[src/hbfe_pkg.sv]
`timescale 1ns / 1ps

package hbfe_pkg;

	// Widths of the stream and of the 7-bit wrapping positions.
	localparam int BYTE_W = 8;
	localparam int POS_W = 7;
	localparam int LEN_W = 6;

	// Storage sizes.
	localparam int RING_DEPTH = 64;
	localparam int RING_AW = 6;
	localparam int QUEUE_DEPTH = 64;
	localparam int QUEUE_AW = 6;

	// Default frame window in bytes.
	localparam int MAX_FRAME_DEF = 64;

	// Delimiters and check digit range.
	localparam logic [BYTE_W-1:0] START_MARK = 8'h23;
	localparam logic [BYTE_W-1:0] END_MARK = 8'h21;
	localparam logic [BYTE_W-1:0] DIGIT_LOW = 8'h30;
	localparam logic [BYTE_W-1:0] DIGIT_HIGH = 8'h39;

	typedef logic [POS_W-1:0] pos_t;
	typedef logic [LEN_W-1:0] len_t;

	// Frame sequencer states.
	typedef enum logic [2:0] {
		ST_IDLE,
		ST_LOAD,
		ST_START,
		ST_CHECK,
		ST_READ,
		ST_EMIT
	} hbfe_state_t;

	// Status from the start tracker to the frame sequencer.
	typedef struct packed {
		logic frame_close;
		logic reload;
		pos_t start;
	} hbfe_trk_t;

endpackage

[src/hbfe_ram.sv]
`timescale 1ns / 1ps

module hbfe_ram #(
	parameter int WIDTH = 8,
	parameter int DEPTH = 64,
	localparam int ADDR_W = $clog2(DEPTH)
) (
	input  logic              clk,
	input  logic              wr_en,
	input  logic [ADDR_W-1:0] wr_addr,
	input  logic [WIDTH-1:0]  wr_data,
	input  logic              rd_en,
	input  logic [ADDR_W-1:0] rd_addr,
	output logic [WIDTH-1:0]  rd_data
);

	logic [WIDTH-1:0] mem_q [DEPTH];

	// One write port and one registered read port; read data holds between reads.
	always_ff @(posedge clk) begin
		if (wr_en) begin
			mem_q[wr_addr] <= wr_data;
		end
		if (rd_en) begin
			rd_data <= mem_q[rd_addr];
		end
	end

endmodule

[src/hbfe_start_tracker.sv]
`timescale 1ns / 1ps

module hbfe_start_tracker #(
	parameter int MAX_FRAME = hbfe_pkg::MAX_FRAME_DEF
) (
	input  logic                              clk,
	input  logic                              arst_n,
	input  logic                              accept,
	input  logic [hbfe_pkg::BYTE_W-1:0]       stream_byte,
	input  hbfe_pkg::pos_t                    position,
	output hbfe_pkg::hbfe_trk_t               trk
);

	localparam hbfe_pkg::pos_t MAX_AGE = hbfe_pkg::pos_t'(MAX_FRAME);
	localparam hbfe_pkg::pos_t QUEUE_FULL = hbfe_pkg::pos_t'(hbfe_pkg::QUEUE_DEPTH);

	hbfe_pkg::pos_t head_q;
	hbfe_pkg::pos_t tail_q;
	hbfe_pkg::pos_t cand_q;
	logic           load_q;
	logic           use_rd_q;

	hbfe_pkg::pos_t count;
	hbfe_pkg::pos_t age;
	hbfe_pkg::pos_t head1;
	hbfe_pkg::pos_t count1;
	hbfe_pkg::pos_t head_fin;
	logic           stale;
	logic           is_start;
	logic           is_end;
	logic           full;
	logic           reload;
	logic           rd_en;
	logic           wr_en;
	logic [hbfe_pkg::QUEUE_AW-1:0] rd_addr;
	hbfe_pkg::pos_t rd_data;

	// Age check of the cached head entry, queue full check and read selection.
	always_comb begin
		count = tail_q - head_q;
		age = position - cand_q;
		stale = (count != '0) && (age > MAX_AGE);
		head1 = head_q + hbfe_pkg::pos_t'(stale);
		count1 = count - hbfe_pkg::pos_t'(stale);
		is_start = (stream_byte == hbfe_pkg::START_MARK);
		is_end = (stream_byte == hbfe_pkg::END_MARK) && (count1 != '0);
		full = (count1 == QUEUE_FULL);
		head_fin = head1 + hbfe_pkg::pos_t'(is_start && full);
		reload = !is_end && (stale || (is_start && full)) && (count1 != '0);
		rd_en = accept && ((is_end && stale) || reload);
		rd_addr = is_end ? head1[hbfe_pkg::QUEUE_AW-1:0] : head_fin[hbfe_pkg::QUEUE_AW-1:0];
		wr_en = accept && is_start;
		trk.frame_close = is_end;
		trk.reload = reload;
		trk.start = use_rd_q ? rd_data : cand_q;
	end

	hbfe_ram #(
		.WIDTH(hbfe_pkg::POS_W),
		.DEPTH(hbfe_pkg::QUEUE_DEPTH)
	) u_queue_ram (
		.clk    (clk),
		.wr_en  (wr_en),
		.wr_addr(tail_q[hbfe_pkg::QUEUE_AW-1:0]),
		.wr_data(position),
		.rd_en  (rd_en),
		.rd_addr(rd_addr),
		.rd_data(rd_data)
	);

	// Head, tail and the cached head entry of the start queue.
	always_ff @(posedge clk or negedge arst_n) begin
		if (!arst_n) begin
			head_q <= '0;
			tail_q <= '0;
			cand_q <= '0;
			load_q <= 1'b0;
			use_rd_q <= 1'b0;
		end else if (accept) begin
			load_q <= reload;
			if (is_end) begin
				head_q <= tail_q;
				use_rd_q <= stale;
			end else begin
				head_q <= head_fin;
				use_rd_q <= 1'b0;
				if (is_start) begin
					tail_q <= tail_q + 1'b1;
				end
				if (is_start && (count1 == '0)) begin
					cand_q <= position;
				end
			end
		end else if (load_q) begin
			cand_q <= rd_data;
			load_q <= 1'b0;
		end
	end

`ifndef ASSERT_OFF
	a_queue_bound: assert property (@(posedge clk) disable iff (!arst_n)
		(tail_q - head_q) <= QUEUE_FULL)
		else $error("start queue holds more entries than it has");

	a_no_accept_on_load: assert property (@(posedge clk) disable iff (!arst_n)
		load_q |-> !accept)
		else $error("transaction accepted while the head entry is being refetched");
`endif

endmodule

[src/hash_bang_frame_extractor.sv]
`timescale 1ns / 1ps

// A byte other than a closing '!' is taken at once, or the input stalls in LOAD while the
// start queue head is refetched after a start mark expires or is pushed out of a full queue.
// A '!' that closes a frame stalls the input through START and CHECK, then READ and EMIT per
// payload byte, EMIT waiting while the output is stalled; a frame with nothing to emit ends in
// START or CHECK. The single ring read port takes one payload byte at a time: READ, then EMIT.
// Reset clears the positions, the queue pointers and the output valid; memories are not cleared.
module hash_bang_frame_extractor #(
	parameter int MAX_FRAME = hbfe_pkg::MAX_FRAME_DEF
) (
	input  logic                        clk,
	input  logic                        arst_n,
	input  logic                        stream_valid,
	output logic                        stream_stall,
	input  logic [hbfe_pkg::BYTE_W-1:0] stream_byte,
	output logic                        payload_valid,
	input  logic                        payload_stall,
	output logic [hbfe_pkg::BYTE_W-1:0] payload_byte,
	output logic                        last_byte,
	output logic [hbfe_pkg::LEN_W-1:0]  payload_length
);

	localparam hbfe_pkg::pos_t LEN_MAX = hbfe_pkg::pos_t'({hbfe_pkg::LEN_W{1'b1}});

	hbfe_pkg::hbfe_state_t state_q;
	hbfe_pkg::hbfe_state_t state_d;
	hbfe_pkg::hbfe_trk_t   trk;

	hbfe_pkg::pos_t byte_position_q;
	hbfe_pkg::pos_t first_q;
	hbfe_pkg::len_t len_q;
	hbfe_pkg::len_t k_q;
	logic           payload_valid_q;
	logic [hbfe_pkg::BYTE_W-1:0] payload_byte_q;
	logic           last_byte_q;
	hbfe_pkg::len_t payload_length_q;

	logic           accept;
	logic           out_free;
	logic           out_load;
	logic           frame_last;
	logic           digit;
	logic           ring_rd_en;
	logic [hbfe_pkg::RING_AW-1:0] ring_rd_addr;
	logic [hbfe_pkg::BYTE_W-1:0]  ring_rd_data;
	hbfe_pkg::pos_t start_age;
	hbfe_pkg::pos_t start_len;
	hbfe_pkg::pos_t start_first;
	hbfe_pkg::pos_t frame_pos;

	hbfe_start_tracker #(
		.MAX_FRAME(MAX_FRAME)
	) u_start_tracker (
		.clk        (clk),
		.arst_n     (arst_n),
		.accept     (accept),
		.stream_byte(stream_byte),
		.position   (byte_position_q),
		.trk        (trk)
	);

	hbfe_ram #(
		.WIDTH(hbfe_pkg::BYTE_W),
		.DEPTH(hbfe_pkg::RING_DEPTH)
	) u_ring_ram (
		.clk    (clk),
		.wr_en  (accept),
		.wr_addr(byte_position_q[hbfe_pkg::RING_AW-1:0]),
		.wr_data(stream_byte),
		.rd_en  (ring_rd_en),
		.rd_addr(ring_rd_addr),
		.rd_data(ring_rd_data)
	);

	// Frame geometry, check digit test and the next state of the sequencer.
	always_comb begin
		stream_stall = (state_q != hbfe_pkg::ST_IDLE);
		accept = stream_valid && !stream_stall;
		out_free = !payload_valid_q || !payload_stall;
		start_age = byte_position_q - 1'b1 - trk.start;
		start_len = start_age - 1'b1;
		start_first = trk.start + 1'b1;
		frame_pos = first_q + hbfe_pkg::pos_t'(k_q);
		frame_last = (k_q == len_q - 1'b1);
		digit = ring_rd_data inside {[hbfe_pkg::DIGIT_LOW:hbfe_pkg::DIGIT_HIGH]};
		ring_rd_en = 1'b0;
		ring_rd_addr = frame_pos[hbfe_pkg::RING_AW-1:0];
		out_load = 1'b0;
		state_d = state_q;
		case (state_q)
			hbfe_pkg::ST_IDLE: begin
				if (accept) begin
					if (trk.frame_close) begin
						state_d = hbfe_pkg::ST_START;
					end else if (trk.reload) begin
						state_d = hbfe_pkg::ST_LOAD;
					end
				end
			end
			hbfe_pkg::ST_LOAD: begin
				state_d = hbfe_pkg::ST_IDLE;
			end
			hbfe_pkg::ST_START: begin
				if (start_len != '0) begin
					ring_rd_en = 1'b1;
					ring_rd_addr = start_first[hbfe_pkg::RING_AW-1:0];
					state_d = hbfe_pkg::ST_CHECK;
				end else begin
					state_d = hbfe_pkg::ST_IDLE;
				end
			end
			hbfe_pkg::ST_CHECK: begin
				if (digit && (len_q == hbfe_pkg::len_t'(1))) begin
					state_d = hbfe_pkg::ST_IDLE;
				end else begin
					state_d = hbfe_pkg::ST_READ;
				end
			end
			hbfe_pkg::ST_READ: begin
				ring_rd_en = 1'b1;
				state_d = hbfe_pkg::ST_EMIT;
			end
			hbfe_pkg::ST_EMIT: begin
				if (out_free) begin
					out_load = 1'b1;
					state_d = frame_last ? hbfe_pkg::ST_IDLE : hbfe_pkg::ST_READ;
				end
			end
			default: begin
				state_d = hbfe_pkg::ST_IDLE;
			end
		endcase
	end

	// Sequencer state, stream position, frame bounds and output valid.
	always_ff @(posedge clk or negedge arst_n) begin
		if (!arst_n) begin
			state_q <= hbfe_pkg::ST_IDLE;
			byte_position_q <= '0;
			first_q <= '0;
			len_q <= '0;
			k_q <= '0;
			payload_valid_q <= 1'b0;
		end else begin
			state_q <= state_d;
			if (accept) begin
				byte_position_q <= byte_position_q + 1'b1;
			end
			if (state_q == hbfe_pkg::ST_START) begin
				first_q <= start_first;
				len_q <= (start_len > LEN_MAX) ? hbfe_pkg::len_t'(LEN_MAX)
					: start_len[hbfe_pkg::LEN_W-1:0];
			end
			if (state_q == hbfe_pkg::ST_CHECK) begin
				k_q <= '0;
				if (digit) begin
					first_q <= first_q + 1'b1;
					len_q <= len_q - 1'b1;
				end
			end
			if (out_load) begin
				k_q <= k_q + 1'b1;
			end
			if (out_load) begin
				payload_valid_q <= 1'b1;
			end else if (!payload_stall) begin
				payload_valid_q <= 1'b0;
			end
		end
	end

	// Output transaction payload.
	always_ff @(posedge clk) begin
		if (out_load) begin
			payload_byte_q <= ring_rd_data;
			last_byte_q <= frame_last;
			payload_length_q <= len_q;
		end
	end

	assign payload_valid = payload_valid_q;
	assign payload_byte = payload_byte_q;
	assign last_byte = last_byte_q;
	assign payload_length = payload_length_q;

`ifndef ASSERT_OFF
	a_len_nonzero: assert property (@(posedge clk) disable iff (!arst_n)
		payload_valid |-> (payload_length != '0))
		else $error("payload transaction with zero length");

	a_emit_index: assert property (@(posedge clk) disable iff (!arst_n)
		(state_q == hbfe_pkg::ST_EMIT) |-> (k_q < len_q))
		else $error("drain index runs past the frame length");

	a_start_after_accept: assert property (@(posedge clk) disable iff (!arst_n)
		(state_q == hbfe_pkg::ST_START) |-> $past(accept))
		else $error("frame start without a closing transaction");
`endif

endmodule

[config.mk]
export PLATFORM = sky130hd
export DESIGN_NAME = hash_bang_frame_extractor
export DESIGN_NICKNAME = d
export VERILOG_FILES = /design/src/hbfe_pkg.sv /design/src/hbfe_ram.sv /design/src/hbfe_start_tracker.sv /design/src/hash_bang_frame_extractor.sv
export SDC_FILE = /design/constraint.sdc
export NUM_CORES = 1
export LEC_CHECK = 0
export ABC_AREA = 1
export BUFFER_PORTS_ARGS = -buffer_cell sky130_fd_sc_hd__buf_2
export CAP_MARGIN = 10
export CORE_UTILIZATION = 64
export DETAILED_ROUTE_END_ITERATION = 12
export HOLD_SLACK_MARGIN = 0.08
export PLACE_DENSITY = 0.79
export SYNTH_ARGS = -nofsm -noshare
export SYNTH_HDL_FRONTEND = slang
export SYNTH_SLANG_ARGS = --single-unit
[constraint.sdc]
create_clock -name clk -period 6.6 [get_ports clk]
set_clock_uncertainty 0.1 [all_clocks]
set_input_delay 1.32 -clock clk [delete_from_list [all_inputs] [get_ports clk]]
set_output_delay 1.32 -clock clk [all_outputs]
set_load 0.03 [all_outputs]
==> impl_metrics.env, run 1 <==
export IMPL_ys_warn_count=0
export IMPL_holdCritPathClass="reg2reg"
export IMPL_wl_um=123100
export IMPL_power_total_mw=25.61
export IMPL_core_um2=73450
export IMPL_pwr_density_cell_nw_per_um2=487.5
export IMPL_regToRegStartpoint="byte_position_q[0]"
export IMPL_grt_pass1_vias=33138
export IMPL_final_setup_viol_count=0
export IMPL_synth_area_um2=47860
export IMPL_avgSynthCellArea_um2=9.954
export IMPL_holdBufCountCts=0
export IMPL_numCtsBuffers=104
export IMPL_hp_start="u_ring_ram.rd_data[7]"
export IMPL_routed_via_density=5.843
export IMPL_critPathLaunchType="flip-flop"
export IMPL_drv_cap=0
export IMPL_antenna_found_initial=1
export IMPL_slew_violations=0
export IMPL_synth_yosys_seq_area_share_pct=64.84
export IMPL_worstSetupPathType="reg2reg"
export IMPL_post_cts_resized=0
export IMPL_wl_per_cell_um=20.91
export IMPL_ys_ff_latch=1042
export IMPL_cts_htree_levels=3
export IMPL_cp_arrival_ps=6020
export IMPL_period_needed_ps=5711
export IMPL_endpoint_kind="flip-flop"
export IMPL_clockBufferDepth=3
export IMPL_grt_start_max_net_pins=129
export IMPL_syn_nets=4864
export IMPL_grt_usage_pct=32.67
export IMPL_placed_area_um2=49130
export IMPL_fin_nets=4892
export IMPL_cts_sinks=1042
export IMPL_post_route_period_util_pct=86.53
export IMPL_dp_hpwl_um=74360
export IMPL_clk_pin_slew_worst_paths_ps=60
export IMPL_design_area_um2=52540
export IMPL_clock_latency_ps=660
export IMPL_antenna_left=0
export IMPL_rsz0062_at_grt="false"
export IMPL_critical_path_most_common_cell="inv_1"
export IMPL_pre_cts_slack_ps=974.2
export IMPL_first_pass_iters=6
export IMPL_vias=34394
export IMPL_synth_cells=4808
export IMPL_die_width_um=275.5
export IMPL_row_count=99
export IMPL_start_util_pct=65.15
export IMPL_path_max_fanout=22
export IMPL_clock_root_buffer="clkbuf_16"
export IMPL_ys_types=45
export IMPL_tightest_slew_ps=1089
export IMPL_grt_first_pass_wirelength_um=186900
export IMPL_critPathMaxStageDelay_ps=400
export IMPL_p_leak_nw=22.48
export IMPL_cts_tree="done"
export IMPL_slowest_stage="dfrtp_2"
export IMPL_drc=0
export IMPL_max_slew_margin_rel_pct=26.83
export IMPL_peakVddDrop_v=0.0006728
export IMPL_postCtsSetupBuffers=0
export IMPL_cp_startpoint="byte_position_q[0]"
export IMPL_drive_above_1_share_pct=6.922
export IMPL_die_h_um=275.5
export IMPL_timing_final_ws_setup_ps=888.7
export IMPL_required_ps=6910
export IMPL_whs_ps=385.5
export IMPL_gp_congestion=0.8932
export IMPL_hold_viol_final=0
export IMPL_syn2layout_area_growth_pct=9.788
export IMPL_dieArea_um2=75880
export IMPL_status="complete, no violations"
export IMPL_port_buffers=28
export IMPL_num_io_pins=29
export IMPL_grt_overflow=0
export IMPL_finalSetupTns_ps=0
export IMPL_drtIter0Drc=4486
export IMPL_max_freq_ghz=0.1751
-- area by class of cell --
type | instances | area (um^2)
antenna | 1 | 2.502
clock buffer | 131 | 2829
clock inverter | 65 | 570.5
fill | 5031 | 20910
inverter | 958 | 3598
multi-input combinational | 2592 | 12150
sequential | 1042 | 31040
tap | 959 | 1200
timing repair buffer | 138 | 1154
-- registers in the layout, summed over array words and instances (netlist names), 7 cells and up --
| register | cells |
|---|---|
| u_ring_ram.mem_q | 512 |
| u_start_tracker.u_queue_ram.mem_q | 448 |
| payload_byte | 8 |
| u_ring_ram.rd_data | 8 |
| byte_position_q | 7 |
| u_start_tracker.cand_q | 7 |
| u_start_tracker.head_q | 7 |
| u_start_tracker.tail_q | 7 |
| u_start_tracker.u_queue_ram.rd_data | 7 |
-- metrics by stage --
| step | util [%] | std cells |
|---|---|---|
| after floorplan | - | 4808 |
| after global placement | 66.89 | 5688 |
| after detailed placement | 66.89 | 5688 |
| after CTS | 71.52 | 5884 |
| after global routing | 71.53 | 5885 |
| final | 71.53 | 5886 |
-- final timing paths --
check	endpoint	slack [ps]	depth (start not counted)
setup / recovery	u_start_tracker.u_queue_ram.rd_data[1]	890	34
hold / removal	payload_byte[7]	390	0
setup reg to reg	u_start_tracker.u_queue_ram.rd_data[1]	890	34
hold reg to reg	payload_byte[7]	390	0
max in group asynchronous	byte_position_q[5]	5180	2
min in group asynchronous	k_q[0]	700	2
-- critical path, delay by kind of cell, from the launching register on --
kind,cells,cell delay (ps)
simple gates,16,1880
buf+inv,8,1230
fa+ha+maj,5,1150
compound gates,4,540
flops,1,400
xor+xnor,1,160
-- where the power goes --
| group | internal (mW) | leakage (nW) | switching [mW] |
|---|---|---|---|
| registers | 7.82 | 9.48 | 0.155 |
| logic | 3.39 | 11.4 | 8.38 |
| clock network | 3.35 | 1.65 | 2.52 |
-- cells in the mapped netlist, drive strengths merged --
| cell | n | area share [%] |
|---|---|---|
| nor4 | 1 | 0.013 |
| o22ai | 4 | 0.052 |
| a22oi | 1 | 0.016 |
| a21oi | 28 | 0.31 |
| xor2 | 31 | 0.57 |
| a2bb2oi | 1 | 0.018 |
| edfxtp | 990 | 62 |
| o21ai | 39 | 0.45 |
| and2 | 1 | 0.013 |
| nand4 | 12 | 0.16 |
| o21bai | 1 | 0.016 |
| o31ai | 1 | 0.016 |
| inv | 953 | 7.5 |
| clkbuf | 43 | 0.34 |
| fa | 4 | 0.17 |
| or2 | 8 | 0.10 |
| o211ai | 19 | 0.30 |
| ha | 40 | 1.0 |
| a31oi | 6 | 0.078 |
| dfrtp | 52 | 2.7 |
| nor3 | 20 | 0.21 |
| a2111oi | 1 | 0.018 |
| xnor2 | 11 | 0.20 |
| nand3b | 4 | 0.063 |
| buf | 173 | 2.1 |
| nand3 | 994 | 10 |
| nor4b | 1 | 0.031 |
| nand2 | 1176 | 9.3 |
| o21a | 2 | 0.031 |
| clkinv | 5 | 0.039 |
| o221ai | 7 | 0.13 |
| nor2 | 179 | 1.4 |
-- metal layers --
metal	vias up	part of all wire, %	GRT usage (%)
met5	-	0.0081	0
met1	16232	36	41.34
met4	2	6.1	19.63
li1	15715	-	-
met3	408	10	5.759
met2	2037	48	53.01
-- cells in the final DEF, fill, tap and decap left out, types with 34 or more instances in the layout --
cell       Yosys  routed
nor2_1       177     176
inv_1        949     948
ha_1          40      40
buf_4         46      94
clkbuf_16      0     108
nand2_1     1166    1161
dfrtp_1       52      45
nand3_1      987     987
edfxtp_1     990     990
clkinv_1       5      34
-- cells by family after synthesis --
logic type                 Yosys count  synth area share [%]
xor gates and xnor gates            42                0.7686
adders and majority gates           44                 1.213
and+or+nand+nor                   2396                 21.80
AOI/OAI and AO/OA                  110                 1.427
buffers and inverters             1174                 9.956
DFF                               1042                 64.84
No activity file was read; power rests on OpenSTA's default activity.
==> inputs of run 2 (changes only) <==
--- a/config.mk
+++ b/config.mk
@@ -8,10 +8,10 @@
 export ABC_AREA = 1
 export BUFFER_PORTS_ARGS = -buffer_cell sky130_fd_sc_hd__buf_2
 export CAP_MARGIN = 10
-export CORE_UTILIZATION = 64
+export CORE_UTILIZATION = 57
 export DETAILED_ROUTE_END_ITERATION = 12
 export HOLD_SLACK_MARGIN = 0.08
-export PLACE_DENSITY = 0.79
+export PLACE_DENSITY = 0.75
 export SYNTH_ARGS = -nofsm -noshare
 export SYNTH_HDL_FRONTEND = slang
 export SYNTH_SLANG_ARGS = --single-unit
==> constraint.sdc (replaced) <==
create_clock -name clk -period 5.1 [get_ports clk]
set_clock_uncertainty 0.1 [all_clocks]
set_input_delay 1.02 -clock clk [delete_from_list [all_inputs] [get_ports clk]]
set_output_delay 1.02 -clock clk [all_outputs]
set_load 0.03 [all_outputs]
==> impl_metrics.env, run 2 (synthesis results as in run 1) <==
export IMPL_drv_cap=0
export IMPL_peakVddDrop_v=0.0006951
export IMPL_placed_area_um2=50420
export IMPL_dieArea_um2=85120
export IMPL_hold_viol_final=0
export IMPL_die_h_um=291.8
export IMPL_intPower_mw=22.13
export IMPL_grt_first_pass_wirelength_um=188300
export IMPL_holdCritPathClass="reg2reg"
export IMPL_pwr_share_seq_pct=27.1
export IMPL_wl_per_cell_um=20.78
export IMPL_gp_congestion=0.9290
export IMPL_worstSetupPathType="reg2reg"
export IMPL_die_width_um=291.8
export IMPL_antenna_found_initial=1
export IMPL_status="complete, no violations"
export IMPL_dp_hpwl_um=75990
export IMPL_clkPwrFrac_pct=20.0
export IMPL_final_common_cell="nand2_1"
export IMPL_post_route_period_util_pct=97.17
export IMPL_fin_nets=5021
export IMPL_comb_power_share_pct=52.9
export IMPL_start_util_pct=57.91
export IMPL_grt_pass1_vias=32761
export IMPL_cp_arrival_ps=5300
export IMPL_clock_root_buffer="clkbuf_16"
export IMPL_slowest_stage="fa_2"
export IMPL_row_count=105
export IMPL_cts_htree_levels=3
export IMPL_drive_above_1_share_pct=11.51
export IMPL_whs_ps=319.5
export IMPL_cts_sinks=1042
export IMPL_max_freq_ghz=0.2018
export IMPL_design_area_um2=55180
export IMPL_max_slew_margin_rel_pct=26.13
export IMPL_port_buffers=28
export IMPL_cts_tree="done"
export IMPL_numCtsBuffers=101
export IMPL_required_ps=5440
export IMPL_num_io_pins=29
export IMPL_path_max_fanout=20
export IMPL_first_pass_iters=6
export IMPL_slew_violations=0
export IMPL_period_needed_ps=4956
export IMPL_finalSetupTns_ps=0
export IMPL_critPathLaunchType="flip-flop"
export IMPL_power_switching_mw=16.03
export IMPL_antenna_left=0
export IMPL_clockBufferDepth=3
export IMPL_wl_um=127200
export IMPL_routed_via_density=5.722
export IMPL_core_um2=82640
export IMPL_p_leak_nw=23.64
export IMPL_grt_start_max_net_pins=73
export IMPL_clk_pin_slew_worst_paths_ps=60
export IMPL_layout_common_cells="nand2_1, edfxtp_1, inv_1"
export IMPL_tightest_slew_ps=1105
export IMPL_grt_usage_pct=28.83
export IMPL_grt_overflow=0
export IMPL_drtIter0Drc=4698
export IMPL_sw_frac_of_total_pct=42.02
export IMPL_rsz0062_at_grt="true"
export IMPL_reg_top3="u_ring_ram.mem_q (512), u_start_tracker.u_queue_ram.mem_q (448)"
export IMPL_critPathMaxStageDelay_ps=420
export IMPL_critical_path_most_common_cell="inv_2"
export IMPL_syn2layout_area_growth_pct=15.31
export IMPL_endpoint_kind="flip-flop"
export IMPL_fin_util_pct=66.78
export IMPL_regMostFlops="u_ring_ram.mem_q"
export IMPL_vias=35024
export IMPL_drc=0
export IMPL_holdBufCountCts=0
export IMPL_final_setup_viol_count=0
export IMPL_pwr_density_cell_nw_per_um2=691.5
export IMPL_largest_reg_flops=512
export IMPL_clock_latency_ps=700
run 2: cell types whose count changed in the layout (fill, tap and decap cells not counted), moves of 6 or more:
cell,previous run,this run
buf_12,15,51
buf_4,94,156
buf_6,0,9
clkbuf_16,108,120
clkinv_1,34,26
clkinv_2,18,24
inv_1,948,942
nand2_1,1161,1153
nand2_2,7,13
nand3_1,987,912
nand3_2,6,78
run 2: layout make-up:
type,instances,area (um^2)
Inverter,958,3615
Multi-Input combinational cell,2592,12720
Clock buffer,119,2646
Timing Repair Buffer,270,3054
Clock inverter,68,762.0
Sequential cell,1042,31040
Antenna cell,2,5.005
Tap cell,1070,1339
Fill cell,5894,27450
run 2: power by group through the flow:
stage	clock network (mW)	registers (mW)	logic, mW
2_1_floorplan	0	10.6	10.3
3_3_place_gp	0	10.5	15.8
3_5_place_dp	0	10.5	16.0
4_1_cts	7.68	10.3	16.2
5_1_grt	8.00	10.3	21.4
6_report	7.64	10.3	20.2
run 2: repair_timing:
item / 4_1_cts / 5_1_grt
gates resized for setup: 3 / 147
endpoints found under the setup margin: 4 / 7
setup buffers: 0 / 16
cloned: 0 / 19
pin swaps: 0 / 37
run 2: critical path, delay by kind of cell (launching register included):
| kind | cells | cell delay, ps |
|---|---|---|
| simple gates | 18 | 1710 |
| fa+ha+maj | 4 | 930 |
| buf+inv | 9 | 780 |
| compound gates | 4 | 630 |
| flops | 1 | 410 |
| xor+xnor | 1 | 160 |
run 2: stage by stage:
step,power [mW],worst slack (ps),cells
2_1_floorplan,20.89,30.10,4808
3_3_place_gp,26.32,-2.843,5898
3_5_place_dp,26.50,-17.53,5898
4_1_cts,34.17,37.94,6085
5_1_grt,39.76,-124.2,6120
6_report,38.16,144.3,6121
run 2: path summary, 6_finish.rpt:
check / startpoint / endpoint / slack, ps / cells past startpoint
hold / removal: u_ring_ram.rd_data[0] / payload_byte[0] / 320 / 0
max in group asynchronous: arst_n / byte_position_q[6] / 3980 / 2
setup / recovery: byte_position_q[0] / u_start_tracker.u_queue_ram.rd_data[4] / 140 / 36
setup reg to reg: byte_position_q[0] / u_start_tracker.u_queue_ram.rd_data[4] / 140 / 36
hold reg to reg: u_ring_ram.rd_data[0] / payload_byte[0] / 320 / 0
min in group asynchronous: arst_n / payload_valid / 370 / 2
run 2: per-layer routing:
metal	share of wire (%)	wire length [um]	track usage, %	vias up
met3	11	14510	5.884	339
li1	-	-	-	15981
met5	0	0	0	-
met2	46	58970	45.73	2158
met1	38	48930	39.41	16546
met4	3.8	4770	10.89	0
